[config.mk]
export PLATFORM = sky130hd
export DESIGN_NAME = measure_phase_beat_trigger
export DESIGN_NICKNAME = d
export VERILOG_FILES = /design/src/hdl/mpbt_pkg.sv /design/src/hdl/mpbt_ram.sv /design/src/hdl/mpbt_posmap.sv /design/src/hdl/measure_phase_beat_trigger.sv
export SDC_FILE = /design/constraint.sdc
export NUM_CORES = 2
export LEC_CHECK = 0
export BUFFER_PORTS_ARGS = -buffer_cell sky130_fd_sc_hd__buf_2
export CAP_MARGIN = 20
export CORE_ASPECT_RATIO = 0.5
export CORE_MARGIN = 5
export CORE_UTILIZATION = 55
export DETAILED_ROUTE_END_ITERATION = 12
export PLACE_DENSITY = 0.79
export SYNTH_ARGS = -nofsm -noshare
export SYNTH_HDL_FRONTEND = slang
export SYNTH_HIERARCHICAL = 1
export SYNTH_SLANG_ARGS = --single-unit
[constraint.sdc]
create_clock -name i_clk -period 10.5 [get_ports i_clk]
set_input_delay 0.525 -clock i_clk [delete_from_list [all_inputs] [get_ports i_clk]]
set_output_delay 0.525 -clock i_clk [all_outputs]
set_load 0.01 [all_outputs]
[src/hdl/mpbt_pkg.sv]
// Shared types and constants for the measure phase beat trigger.
package mpbt_pkg;

    // Input item actions
    typedef enum logic [2:0] {
        ACT_TICK  = 3'd0,
        ACT_START = 3'd1,
        ACT_STOP  = 3'd2,
        ACT_CLEAR = 3'd3,
        ACT_LOAD  = 3'd4
    } t_action;

    // Sequencer states
    typedef enum logic [2:0] {
        ST_IDLE,
        ST_MUL,
        ST_ADD,
        ST_EVAL,
        ST_WALK,
        ST_MAP,
        ST_WRITE,
        ST_FIN
    } t_state;

    // Configuration register indexes
    localparam logic [1:0] CFG_PHASE_STEP = 2'd0;
    localparam logic [1:0] CFG_PHASE_REM  = 2'd1;
    localparam logic [1:0] CFG_LOOP       = 2'd2;

    localparam logic [15:0] STEP_RESET = 16'd1073;
    localparam logic [31:0] REM_RESET  = 32'd3186109619;

    // Flash codes
    localparam logic [1:0] FLASH_NONE     = 2'd0;
    localparam logic [1:0] FLASH_QUARTER  = 2'd1;
    localparam logic [1:0] FLASH_DOWNBEAT = 2'd2;

    localparam logic [31:0] PHASE_Q1       = 32'h4000_0000;
    localparam logic [31:0] PHASE_Q2       = 32'h8000_0000;
    localparam logic [31:0] PHASE_Q3       = 32'hC000_0000;
    localparam logic [31:0] PHASE_ALL_ONES = 32'hFFFF_FFFF;
    localparam logic [15:0] MEASURE_MAX    = 16'hFFFF;

    // Position mapping: t = (pos - 96) * 2^16 / 3904, clamped to 0xFFFF
    localparam logic [11:0] POS_MIN   = 12'd96;
    localparam logic [11:0] POS_SPAN  = 12'd3904;
    localparam int          MAP_SHIFT = 40;
    localparam logic [28:0] MAP_RECIP = 29'((64'd1 << MAP_SHIFT) / 64'd3904);
    localparam logic [16:0] T_MAX     = 17'h0_FFFF;

    // One stored beat
    typedef struct packed {
        logic [31:0] phase;
        logic [1:0]  track;
        logic        accent;
    } t_beat;

endpackage

[src/hdl/mpbt_ram.sv]
// Generic single-write, single-read RAM with registered read data.
module mpbt_ram #(
    parameter int WIDTH = 35,
    parameter int DEPTH = 16,
    localparam int AW   = (DEPTH > 1) ? $clog2(DEPTH) : 1
) (
    input  logic             i_clk,
    input  logic             i_wr_en,
    input  logic [AW-1:0]    i_wr_addr,
    input  logic [WIDTH-1:0] i_wr_data,
    input  logic             i_rd_en,
    input  logic [AW-1:0]    i_rd_addr,
    output logic [WIDTH-1:0] o_rd_data
);

    logic [WIDTH-1:0] r_mem [DEPTH];
    logic [WIDTH-1:0] r_rd_data;

    always_ff @(posedge i_clk) begin
        if (i_wr_en) begin
            r_mem[i_wr_addr] <= i_wr_data;
        end
        if (i_rd_en) begin
            r_rd_data <= r_mem[i_rd_addr];
        end
    end

    assign o_rd_data = r_rd_data;

endmodule

[src/hdl/mpbt_posmap.sv]
// Raw beat position to measure phase mapper, one register stage.
module mpbt_posmap import mpbt_pkg::*; (
    input  logic        i_clk,
    input  logic [11:0] i_position,
    output logic [31:0] o_phase
);

    logic [27:0] w_num;
    logic [56:0] w_prod;
    logic [27:0] r_num;
    logic [16:0] r_quot;
    logic [28:0] w_back;
    logic [28:0] w_rem;
    logic [16:0] w_quot;
    logic [15:0] w_t;

    // Scale the offset by 2^16; positions at or below the floor map to zero
    assign w_num  = (i_position > POS_MIN) ? {i_position - POS_MIN, 16'd0} : '0;
    // Reciprocal estimate, at most one below the true quotient
    assign w_prod = 57'(w_num) * 57'(MAP_RECIP);

    always_ff @(posedge i_clk) begin
        r_num  <= w_num;
        r_quot <= w_prod[56:40];
    end

    // Correct the estimate by one compare and clamp
    assign w_back = 29'(r_quot) * 29'(POS_SPAN);
    assign w_rem  = 29'(r_num) - w_back;
    assign w_quot = (w_rem >= 29'(POS_SPAN)) ? r_quot + 17'd1 : r_quot;
    assign w_t    = (w_quot >= T_MAX) ? T_MAX[15:0] : w_quot[15:0];
    assign o_phase = {w_t, w_t};

endmodule

[src/hdl/measure_phase_beat_trigger.sv]
// Top level of the measure phase beat trigger: sequencer, phase state and beat table.
//
// Every input transaction yields exactly one output transaction. A tick while
// playing multiplies elapsed time by the step and remainder (ST_MUL), adds
// (ST_ADD) and evaluates wrap and quarter crossings (ST_EVAL), then walks the
// stored beats one at a time (ST_WALK), as the beat table RAM has a single
// read port, and loads the output register in ST_FIN once it is free. A tick
// that ends the measure without looping, or that finds the table empty, skips
// the beat walk. A beat load that is not dropped passes through the position
// mapper stage (ST_MAP), the table write (ST_WRITE) and ST_FIN; every other
// transaction goes straight to ST_FIN. The next input transaction is taken in
// the idle state that follows. A new input transaction is taken as soon as the
// result of the previous one sits in the output register, even while the
// downstream side stalls it. The beat table needs no clearing pass: only entries
// below the fill count are ever read. Configuration may be written only while idle.
module measure_phase_beat_trigger import mpbt_pkg::*; #(
    parameter int MAX_BEATS  = 16,
    parameter int NUM_TRACKS = 4
) (
    input  logic        i_clk,
    input  logic        i_rst_n,
    // configuration write port
    input  logic        i_cfg_wr_en,
    input  logic [1:0]  i_cfg_index,
    input  logic [31:0] i_cfg_wdata,
    // input channel
    input  logic        i_in_valid,
    output logic        o_in_stall,
    input  logic [2:0]  i_action,
    input  logic [31:0] i_elapsed_us,
    input  logic [11:0] i_beat_position,
    input  logic [1:0]  i_beat_track,
    input  logic        i_beat_accent,
    // output channel
    output logic        o_out_valid,
    input  logic        i_out_stall,
    output logic [1:0]  o_tempo_flash,
    output logic [3:0]  o_track_hits,
    output logic [3:0]  o_track_accents,
    output logic        o_is_playing,
    output logic [31:0] o_phase_now,
    output logic [15:0] o_measures_played
);

    localparam int AW = (MAX_BEATS > 1) ? $clog2(MAX_BEATS) : 1;
    localparam int CW = $clog2(MAX_BEATS + 1);
    localparam int BW = $bits(t_beat);

    t_state r_state, n_state;

    // configuration
    logic [15:0] r_cfg_step;
    logic [31:0] r_cfg_rem;
    logic        r_cfg_loop;

    // architectural state
    logic          r_running, n_running;
    logic [31:0]   r_phase, n_phase;
    logic [31:0]   r_prev_phase, n_prev_phase;
    logic [31:0]   r_err, n_err;
    logic [31:0]   r_prev_err, n_prev_err;
    logic [15:0]   r_measure, n_measure;
    logic [CW-1:0] r_count, n_count;

    // per-transaction working state
    logic [AW-1:0] r_idx, n_idx;
    logic          r_wrapped, n_wrapped;
    logic [1:0]    r_flash, n_flash;
    logic [3:0]    r_hits, n_hits;
    logic [3:0]    r_accents, n_accents;
    logic          r_out_valid, n_out_valid;

    // captured transaction and datapath registers
    logic [31:0] r_elapsed;
    logic [11:0] r_position;
    logic [1:0]  r_track;
    logic        r_accent;
    logic [31:0] r_prod_step;
    logic [31:0] r_prod_rem;
    logic [31:0] r_phase_sum;

    // output register
    logic [1:0]  r_out_flash;
    logic [3:0]  r_out_hits;
    logic [3:0]  r_out_accents;
    logic        r_out_playing;
    logic [31:0] r_out_phase;
    logic [15:0] r_out_measure;

    logic          w_in_accept;
    logic          w_out_load;
    logic [47:0]   w_mul_step;
    logic [63:0]   w_mul_rem;
    logic [31:0]   w_phase_new;
    logic          w_wrap;
    logic          w_stop;
    logic          w_quarter;
    logic [31:0]   w_map_phase;
    t_beat         w_wr_beat;
    t_beat         w_rd_beat;
    logic [BW-1:0] w_rd_data;
    logic          w_rd_en;
    logic [AW-1:0] w_rd_addr;
    logic          w_cross;
    logic [3:0]    w_bit;
    logic          w_last;
    logic          w_load_ok;

    assign w_in_accept = i_in_valid && !o_in_stall;
    assign o_in_stall  = (r_state != ST_IDLE);

    // Truncated products: only the low 32 bits matter modulo 2^32
    assign w_mul_step = 48'(r_elapsed) * 48'(r_cfg_step);
    assign w_mul_rem  = 64'(r_elapsed) * 64'(r_cfg_rem);

    // Error accumulator wrap carries one into the phase
    assign w_phase_new = r_phase_sum + {31'd0, (r_err < r_prev_err)};
    assign w_wrap      = (r_prev_phase > w_phase_new);
    assign w_stop      = w_wrap && !r_cfg_loop && (r_measure != '0);
    assign w_quarter   = (r_prev_phase < PHASE_Q1 && w_phase_new >= PHASE_Q1) ||
                         (r_prev_phase < PHASE_Q2 && w_phase_new >= PHASE_Q2) ||
                         (r_prev_phase < PHASE_Q3 && w_phase_new >= PHASE_Q3);

    assign w_load_ok = (r_count != CW'(MAX_BEATS)) && (int'(i_beat_track) < NUM_TRACKS);

    // Beat crossing test against the old and new phase
    assign w_rd_beat = t_beat'(w_rd_data);
    assign w_cross   = (r_prev_phase < w_rd_beat.phase && r_phase >= w_rd_beat.phase) ||
                       (r_wrapped && (r_prev_phase < w_rd_beat.phase ||
                                      r_phase >= w_rd_beat.phase));
    assign w_bit     = 4'b0001 << w_rd_beat.track;
    assign w_last    = (CW'(r_idx) == r_count - CW'(1));

    mpbt_posmap u_posmap (
        .i_clk      (i_clk),
        .i_position (r_position),
        .o_phase    (w_map_phase)
    );

    assign w_wr_beat = '{phase: w_map_phase, track: r_track, accent: r_accent};

    mpbt_ram #(
        .WIDTH (BW),
        .DEPTH (MAX_BEATS)
    ) u_beat_ram (
        .i_clk     (i_clk),
        .i_wr_en   (r_state == ST_WRITE),
        .i_wr_addr (r_count[AW-1:0]),
        .i_wr_data (w_wr_beat),
        .i_rd_en   (w_rd_en),
        .i_rd_addr (w_rd_addr),
        .o_rd_data (w_rd_data)
    );

    // Next state and datapath control
    always_comb begin
        n_state      = r_state;
        n_running    = r_running;
        n_phase      = r_phase;
        n_prev_phase = r_prev_phase;
        n_err        = r_err;
        n_prev_err   = r_prev_err;
        n_measure    = r_measure;
        n_count      = r_count;
        n_idx        = r_idx;
        n_wrapped    = r_wrapped;
        n_flash      = r_flash;
        n_hits       = r_hits;
        n_accents    = r_accents;
        n_out_valid  = r_out_valid && i_out_stall;
        w_out_load   = 1'b0;
        w_rd_en      = 1'b0;
        w_rd_addr    = '0;

        case (r_state)
            ST_IDLE: begin
                if (w_in_accept) begin
                    n_flash   = FLASH_NONE;
                    n_hits    = '0;
                    n_accents = '0;
                    case (i_action)
                        ACT_TICK: begin
                            // a tick while stopped changes nothing
                            n_state = r_running ? ST_MUL : ST_FIN;
                        end
                        ACT_START: begin
                            n_running    = 1'b1;
                            n_phase      = '0;
                            n_prev_phase = PHASE_ALL_ONES;
                            n_err        = '0;
                            n_prev_err   = '0;
                            n_measure    = '0;
                            n_state      = ST_FIN;
                        end
                        ACT_STOP: begin
                            n_running = 1'b0;
                            n_state   = ST_FIN;
                        end
                        ACT_CLEAR: begin
                            n_count = '0;
                            n_state = ST_FIN;
                        end
                        ACT_LOAD: begin
                            // drop loads into a full table or onto a missing track
                            n_state = w_load_ok ? ST_MAP : ST_FIN;
                        end
                        default: begin
                            n_state = ST_FIN;
                        end
                    endcase
                end
            end
            ST_MUL: begin
                n_state = ST_ADD;
            end
            ST_ADD: begin
                n_err   = r_err + r_prod_rem;
                n_state = ST_EVAL;
            end
            ST_EVAL: begin
                n_phase   = w_phase_new;
                n_wrapped = w_wrap;
                if (w_stop) begin
                    // end of the only measure: stop, keep the previous phase and error marks
                    n_running = 1'b0;
                    n_state   = ST_FIN;
                end else begin
                    if (w_wrap) begin
                        if (r_measure != MEASURE_MAX) begin
                            n_measure = r_measure + 16'd1;
                        end
                        n_flash = FLASH_DOWNBEAT;
                    end else if (w_quarter) begin
                        n_flash = FLASH_QUARTER;
                    end
                    if (r_count == '0) begin
                        n_prev_phase = w_phase_new;
                        n_prev_err   = r_err;
                        n_state      = ST_FIN;
                    end else begin
                        w_rd_en   = 1'b1;
                        w_rd_addr = '0;
                        n_idx     = '0;
                        n_state   = ST_WALK;
                    end
                end
            end
            ST_WALK: begin
                if (w_cross) begin
                    n_hits    = r_hits | w_bit;
                    n_accents = w_rd_beat.accent ? (r_accents | w_bit) : (r_accents & ~w_bit);
                end
                if (w_last) begin
                    n_prev_phase = r_phase;
                    n_prev_err   = r_err;
                    n_state      = ST_FIN;
                end else begin
                    // advance to the next stored beat
                    n_idx     = r_idx + AW'(1);
                    w_rd_en   = 1'b1;
                    w_rd_addr = r_idx + AW'(1);
                end
            end
            ST_MAP: begin
                n_state = ST_WRITE;
            end
            ST_WRITE: begin
                n_count = r_count + CW'(1);
                n_state = ST_FIN;
            end
            ST_FIN: begin
                // hold until the output register is free
                if (!r_out_valid || !i_out_stall) begin
                    w_out_load  = 1'b1;
                    n_out_valid = 1'b1;
                    n_state     = ST_IDLE;
                end
            end
            default: begin
                n_state = ST_IDLE;
            end
        endcase
    end

    // Control and architectural state
    always_ff @(posedge i_clk) begin
        if (!i_rst_n) begin
            r_state      <= ST_IDLE;
            r_cfg_step   <= STEP_RESET;
            r_cfg_rem    <= REM_RESET;
            r_cfg_loop   <= 1'b0;
            r_running    <= 1'b0;
            r_phase      <= '0;
            r_prev_phase <= PHASE_ALL_ONES;
            r_err        <= '0;
            r_prev_err   <= '0;
            r_measure    <= '0;
            r_count      <= '0;
            r_idx        <= '0;
            r_wrapped    <= 1'b0;
            r_flash      <= FLASH_NONE;
            r_hits       <= '0;
            r_accents    <= '0;
            r_out_valid  <= 1'b0;
        end else begin
            r_state      <= n_state;
            r_running    <= n_running;
            r_phase      <= n_phase;
            r_prev_phase <= n_prev_phase;
            r_err        <= n_err;
            r_prev_err   <= n_prev_err;
            r_measure    <= n_measure;
            r_count      <= n_count;
            r_idx        <= n_idx;
            r_wrapped    <= n_wrapped;
            r_flash      <= n_flash;
            r_hits       <= n_hits;
            r_accents    <= n_accents;
            r_out_valid  <= n_out_valid;
            if (i_cfg_wr_en) begin
                case (i_cfg_index)
                    CFG_PHASE_STEP: r_cfg_step <= i_cfg_wdata[15:0];
                    CFG_PHASE_REM:  r_cfg_rem  <= i_cfg_wdata;
                    CFG_LOOP:       r_cfg_loop <= i_cfg_wdata[0];
                    default: ;
                endcase
            end
        end
    end

    // Payload registers
    always_ff @(posedge i_clk) begin
        if (w_in_accept) begin
            r_elapsed  <= i_elapsed_us;
            r_position <= i_beat_position;
            r_track    <= i_beat_track;
            r_accent   <= i_beat_accent;
        end
        if (r_state == ST_MUL) begin
            r_prod_step <= w_mul_step[31:0];
            r_prod_rem  <= w_mul_rem[31:0];
        end
        if (r_state == ST_ADD) begin
            r_phase_sum <= r_phase + r_prod_step;
        end
        if (w_out_load) begin
            r_out_flash   <= r_flash;
            r_out_hits    <= r_hits;
            r_out_accents <= r_accents;
            r_out_playing <= r_running;
            r_out_phase   <= r_phase;
            r_out_measure <= r_measure;
        end
    end

    assign o_out_valid       = r_out_valid;
    assign o_tempo_flash     = r_out_flash;
    assign o_track_hits      = r_out_hits;
    assign o_track_accents   = r_out_accents;
    assign o_is_playing      = r_out_playing;
    assign o_phase_now       = r_out_phase;
    assign o_measures_played = r_out_measure;

    // An accepted transaction always leaves the block busy in the following cycle
    a_accept_busy: assert property (@(posedge i_clk) disable iff (!i_rst_n)
        (i_in_valid && !o_in_stall) |=> o_in_stall)
        else $error("input accepted but block not busy");

    // The fill count never passes the table depth
    a_count_bound: assert property (@(posedge i_clk) disable iff (!i_rst_n)
        r_count <= CW'(MAX_BEATS))
        else $error("beat fill count out of range");

    // The beat walk only runs over a non-empty table
    a_walk_nonempty: assert property (@(posedge i_clk) disable iff (!i_rst_n)
        (r_state == ST_WALK) |-> (r_count != '0))
        else $error("beat walk with empty table");

    // A flash is only reported while playing
    a_flash_playing: assert property (@(posedge i_clk) disable iff (!i_rst_n)
        (o_out_valid && o_tempo_flash != FLASH_NONE) |-> o_is_playing)
        else $error("flash reported while stopped");

endmodule

; Yosys cells after proc, flatten, opt, wreduce, memory -nomap -nowiden
; Memory sizes are Yosys's and may differ from the RTL's. A register that Yosys moved wholly into a read port is not among the register bits.
; Cells that the tools add are included.
[op_classes]
reduce_logical = 43
n_mul = 4
shifts = 1
n_addsub = 10
n_mux = 66
bitwise_logic = 4
magnitude_cmp = 13
eq_ne = 31
[op_table]
columns = operator, count
row1 = 2-to-1 mux 32 bit, 10
row2 = case mux 32 bit (3 select lines), 2
row3 = case mux 32 bit (2 select lines), 2
row4 = 2-to-1 mux 16 bit, 6
row5 = adder 32 bit, 2
row6 = ">= comparator 32 bit, second input constant", 2
row7 = less-than comparator 32 bit, 2
row8 = "less-than comparator 32 bit, second input constant", 2
row9 = "multiplier 28 x 29 -> 57 bit, second input constant", 1
row10 = 2-to-1 mux 4 bit, 9
row11 = adder 32 x 1 -> 32 bit, 1
row12 = ">= comparator 32 x 31 -> 1 bit, second input constant", 1
row13 = >= comparator 32 bit, 1
row14 = greater-than comparator 32 bit, 1
row15 = "less-than comparator 32 x 31 -> 1 bit, second input constant", 1
row16 = multiplier 32 x 16 -> 32 bit, 1
row17 = multiplier 32 x 32 -> 32 bit, 1
row18 = case mux 16 bit (2 select lines), 1
row19 = ">= comparator 29 x 12 -> 1 bit, second input constant", 1
row20 = subtractor 28 x 29 -> 29 bit, 1
row21 = 2-to-1 mux 28 bit, 1
row22 = case mux 3 bit (8 select lines), 1
row23 = case mux 4 bit (2 select lines), 3
row24 = "multiplier 17 x 6 -> 23 bit, second input constant", 1
row25 = other kinds (46), 118
[word_totals]
memories = 1
ramBits = 560
ff_bits = 465
output_inout_bits = 61
word_cells = 205
inputBits = 89
[mem_list]
columns = memory, words, word_bits, read_ports, rd_clocked_by_memory_dff, write_ports, line_no
row1 = u_beat_ram.r_mem, 16, 35, 1, 1, 1, mpbt_ram.sv:16  ; logic [WIDTH-1:0] r_mem [DEPTH];

; Longest topological paths before layout
[logic_depth]
ltp_word = 10
depth_mapped = 34
depth_no_buf = 31

; Hierarchy
; The synthesis kept the hierarchy.
[modules_own_cells]
columns = module, n_inst, cells_each, area_per_inst_um2
row1 = measure_phase_beat_trigger, 1, 5234, 48084.9
row2 = mpbt_ram, 1, 914, 22402.7
row3 = mpbt_posmap, 1, 1051, 10090.9

; Least setup slack after synthesis
; OpenSTA, ideal clock, no wires.
[synth_timing]
kind = flip-flop to flip-flop
startpoint = register u_posmap.r_quot[1]
endpoint = memory u_beat_ram.r_mem[0][23] (data pin)
n_path_buf = 3
t_arrival_ps = 7832
t_required_ps = 10237
path_slack_ps = 2405
stages_incl_launch_ff = 34
period_less_slack_ps = 8095
cell_sequence = dfxtp_1 > inv_1 > fa_1 > inv_1 > fa_1 > inv_1 > fa_1 > inv_1 > ha_1 > and4_1 > o31ai_1 > nand2b_1 > a21o_1 > a21o_1 > a21o_1 > a21oi_1 > o31ai_1 > nor2_1 > xor2_1 > ha_1 > clkbuf_1 > nor3b_1 > a2111oi_0 > o221ai_1 > or4b_1 > a311o_1 > nor4_2 > nand4_2 > or4_1 > buf_6 > and3_1 > xnor2_1 > nand2_2 > buf_4
[synth_via]
elab_chain_len = 6
elab_cells_between_ends = 7
[synth_lines]
columns = item, line_no
row1 = "start, declared", mpbt_posmap.sv:11  ; logic [16:0] r_quot;
row2 = "start signal, assigned", mpbt_posmap.sv:24  ; r_quot <= w_prod[56:40];
row3 = multiplier 17 x 6 -> 23 bit, mpbt_posmap.sv:28  ; assign w_back = 29'(r_quot) * 29'(POS_SPAN);
row4 = subtractor 28 x 29 -> 29 bit, mpbt_posmap.sv:29  ; assign w_rem = 29'(r_num) - w_back;
row5 = >= comparator 29 x 12 -> 1 bit, mpbt_posmap.sv:30  ; assign w_quot = (w_rem >= 29'(POS_SPAN)) ? r_quot + 17'd1 : r_quot;
row6 = 2-to-1 mux 17 bit (*), mpbt_posmap.sv:30
row7 = >= comparator 17 x 16 -> 1 bit, mpbt_posmap.sv:31  ; assign w_t = (w_quot >= T_MAX) ? T_MAX[15:0] : w_quot[15:0];
row8 = 2-to-1 mux 16 bit (*), mpbt_posmap.sv:31
row9 = named net w_map_phase[4], measure_phase_beat_trigger.sv:98  ; logic [31:0] w_map_phase;
row10 = "end, declared", mpbt_ram.sv:16
; Mark *: on every way through the listed nets, which the timed path passes. The rest lies on a longest branch.

; Worst setup path in the final report
[layout_timing]
startpoint = register u_posmap.r_quot[0]
endpoint = memory u_beat_ram.r_mem[5][20] (data pin)
; The elaborated chain is that of the path after synthesis.

==> flow_summary.json <==
{
  "drc": 0,
  "htreeDepth": 3,
  "r2r_slack_ns": 1.22,
  "finalHoldViolCount": 0,
  "slew_violations": 0,
  "hold_path.class": "input pin to flip-flop",
  "rows": 99,
  "crit_family": "compound AO/OA/AOI/OAI gates",
  "pre_cts_ws_ns": 1.29,
  "cpPeakStageDelay_ns": 0.67,
  "mappedNetlistNets": 8786,
  "setup_viol": 0,
  "drive_gt1_share_pct": 7.63,
  "arrival_ns": 9.48,
  "r2r_start": "u_posmap/r_quot[0]",
  "hold_start": "i_elapsed_us[3]",
  "antenna_found_initial": 2,
  "multi_input_area_um2": 46200,
  "cap_viol_max_count": 0,
  "seqCellArea_um2": 28900,
  "post-dp-hpwl_mm": 136,
  "grt_pass1_wl_mm": 312,
  "grt-ovfl-total": 0,
  "post-route-period-util_pct": 88.3,
  "wire_per_inst_um": 21.0,
  "postSynthCellCount": 7199,
  "hold_end": "r_elapsed[3]",
  "cp_slowest_cell": "dfxtp_1",
  "hold_depth": 1,
  "grtUsageTotal_pct": 25.7,
  "outcome": "complete, no violations",
  "ant_nets": 0,
  "area_delta_synth_final_pct": 8.10,
  "numCtsBuffers": 97,
  "grt_pass1_vias": 55991,
  "path_clk_slew_ns": 0.07,
  "synth_cell_types": 98,
  "die_area_um2": 155000,
  "synth_area_leaders": "edfxtp_1 30%, fa_1 21%, ha_1 10%",
  "r2r-end": "u_beat_ram/r_mem[5][20]",
  "clkLatencyLatePin_ns": 0.75,
  "rsz0062_at_grt": "no",
  "postLayoutSetupSlackWorst_ns": 1.22,
  "grt_start_max_net_pins": 129,
  "drt_iter0_markers": 4742,
  "timing.critical_path.mode_cell": "a21o_1",
  "gp_congestion": 0.910,
  "path_class": "flip-flop to flip-flop",
  "cts_resized": 0,
  "cts_tree": "done",
  "synth_edf_count": 797,
  "nFillCells": 11226,
  "fin_nets": 8856,
  "cts_root_buf": "clkbuf_16",
  "die_h_um": 281,
  "rr_worst_depth": 29,
  "die_x_um": 551,
  "synth.most_common_cell": "inv_1",
  "synth.top_cell.area_share_pct": 29.7,
  "cp_max_fo": 32,
  "tns_ns": 0,
  "startpoint_type": "flip-flop",
  "synth-seq-area-share_pct": 35.8,
  "ys_warn_count": 6,
  "skew_ns": 0.0711,
  "drt-vias-per-instance": 5.79,
  "max_freq_mhz": 108,
  "wl_mm": 196,
  "io_pins": 150,
  "cts_sinks": 1044,
  "syn_area_um2": 80600,
  "critPathRequiredTime_ns": 10.71,
  "synth_common_cells": "1107 x inv_1, 981 x nand2_1, 844 x fa_1",
  "end_kind": "flip-flop",
  "ys.flop_type": "edfxtp_1",
  "synth_area_leader_cell": "edfxtp_1",
  "port_buffers": 149,
  "cts_max_path_buffers": 3,
  "async_flop_share_pct": 0,
  "start_util_pct": 55.3,
  "path_buf_inv": 2,
  "period_needed_ns": 9.28,
  "worstMarginPinSlew_ns": 1.04,
  "syn_avg_cell_area_um2": 11.2,
  "dr.pass1.iters": 7,
  "core_area_um2": 146000,
  "via_count": 53945,
  "slew_headroom_pct": 30.3,
  "ys_seq_elements": 1044
}
-- worst register-to-register path: cells and delay by family, from the launching register on --
kind	cells	cell delay [ns]
AO/OA/AOI/OAI	11	2.77
XOR/XNOR	2	0.53
adder cells (fa/ha/maj)	5	2.11
buffers and inverters	2	0.42
flip-flops	1	0.67
AND/OR/NAND/NOR	9	2.27
-- registers in the layout (all words and copies together), names as in the netlist, 16 cells and up --
register / cells
r_cfg_step: 16
r_measure: 16
u_beat_ram/o_rd_data: 35
r_prod_step: 32
u_beat_ram/r_mem: 560
r_phase: 32
r_elapsed: 32
o_phase_now: 32
r_prev_err: 32
r_phase_sum: 32
o_measures_played: 16
r_err: 32
u_posmap/r_quot: 17
r_cfg_rem: 32
r_prev_phase: 32
r_prod_rem: 32
-- metal layers --
metal  routed length (µm)  part of all wire [%]  global-route usage, %  vias to the layer above
met2                95200                    49                   43.1                     2370
li1                     -                     -                      -                    24074
met3                15400                   7.9                   4.38                      465
met4                 8170                   4.2                   9.43                        0
met5                    0                     0                      0                        -
met1                77300                    39                   33.8                    27036
-- cells in the final DEF, fill, tap and decap left out, types with 40 or more instances in the layout --
master / count
buf_4: 103
mux4_2: 83
nor3_1: 41
a21o_1: 97
nand2_1: 980
o21a_1: 40
inv_1: 1105
nand3_1: 101
a21boi_0: 40
a21oi_1: 151
xor2_1: 72
dlygate4sd3_1: 50
ha_1: 654
and2_1: 316
dfxtp_1: 247
xnor2_1: 225
nor2_1: 164
a22oi_1: 122
edfxtp_1: 797
mux4_1: 57
o21ai_0: 153
nor2b_1: 81
fa_1: 844
clkbuf_16: 99
buf_2: 148
-- final cells by class --
type / count / share of cell area (%)
tap: 1969 / 2.83
sequential: 1044 / 33.2
clock inverter: 62 / 0.790
multi-input combinational: 4712 / 53.0
clock buffer: 119 / 2.96
antenna: 2 / 0.00575
inverter: 1107 / 4.77
timing repair buffer: 307 / 2.45
-- worst max path at each step --
stage | startpoint | endpoint | slack [ns] | depth (start not counted)
floorplan | u_posmap/r_quot[1] | u_beat_ram/r_mem[0][23] | 2.41 | 33
global placement | u_posmap/r_quot[1] | u_beat_ram/r_mem[9][4] | 1.41 | 32
detailed placement | u_posmap/r_quot[0] | u_beat_ram/r_mem[7][4] | 1.29 | 29
CTS | u_posmap/r_quot[0] | u_beat_ram/r_mem[4][20] | 1.30 | 29
global route | u_posmap/r_quot[1] | u_beat_ram/r_mem[9][19] | 0.65 | 33
finish | u_posmap/r_quot[0] | u_beat_ram/r_mem[5][20] | 1.22 | 29
-- cells by family after synthesis --
kind of cell	share of synthesized area [%]
and+or+nand+nor	11.2
muxes	4.34
DFF	35.8
xor gates and xnor gates	3.25
buffers and inverters	7.08
adders and majority gates	31.1
AOI/OAI and AO/OA	7.18
-- per-stage QoR --
stage               hold WS [ns]  area [µm²]  utilization [%]  std cells
floorplan                  0.402       80600                -       7199
CTS                      0.00227       87000             59.7       9317
finish                    0.0429       87100             59.8       9322
global route              0.0212       87100             59.8       9320
global placement           0.420       83300             57.2       9086
detailed placement         0.429       83300             57.2       9086
-- repair_timing --
action / CTS / global route
endpoints found under the hold margin: 50 / 0
endpoints found under the setup margin: 0 / 0
buffers inserted: 0 / 0
hold buffers: 50 / 0
Power is not shown: default switching activity piles up to over one toggle a cycle in this logic, so the estimate is an artifact.
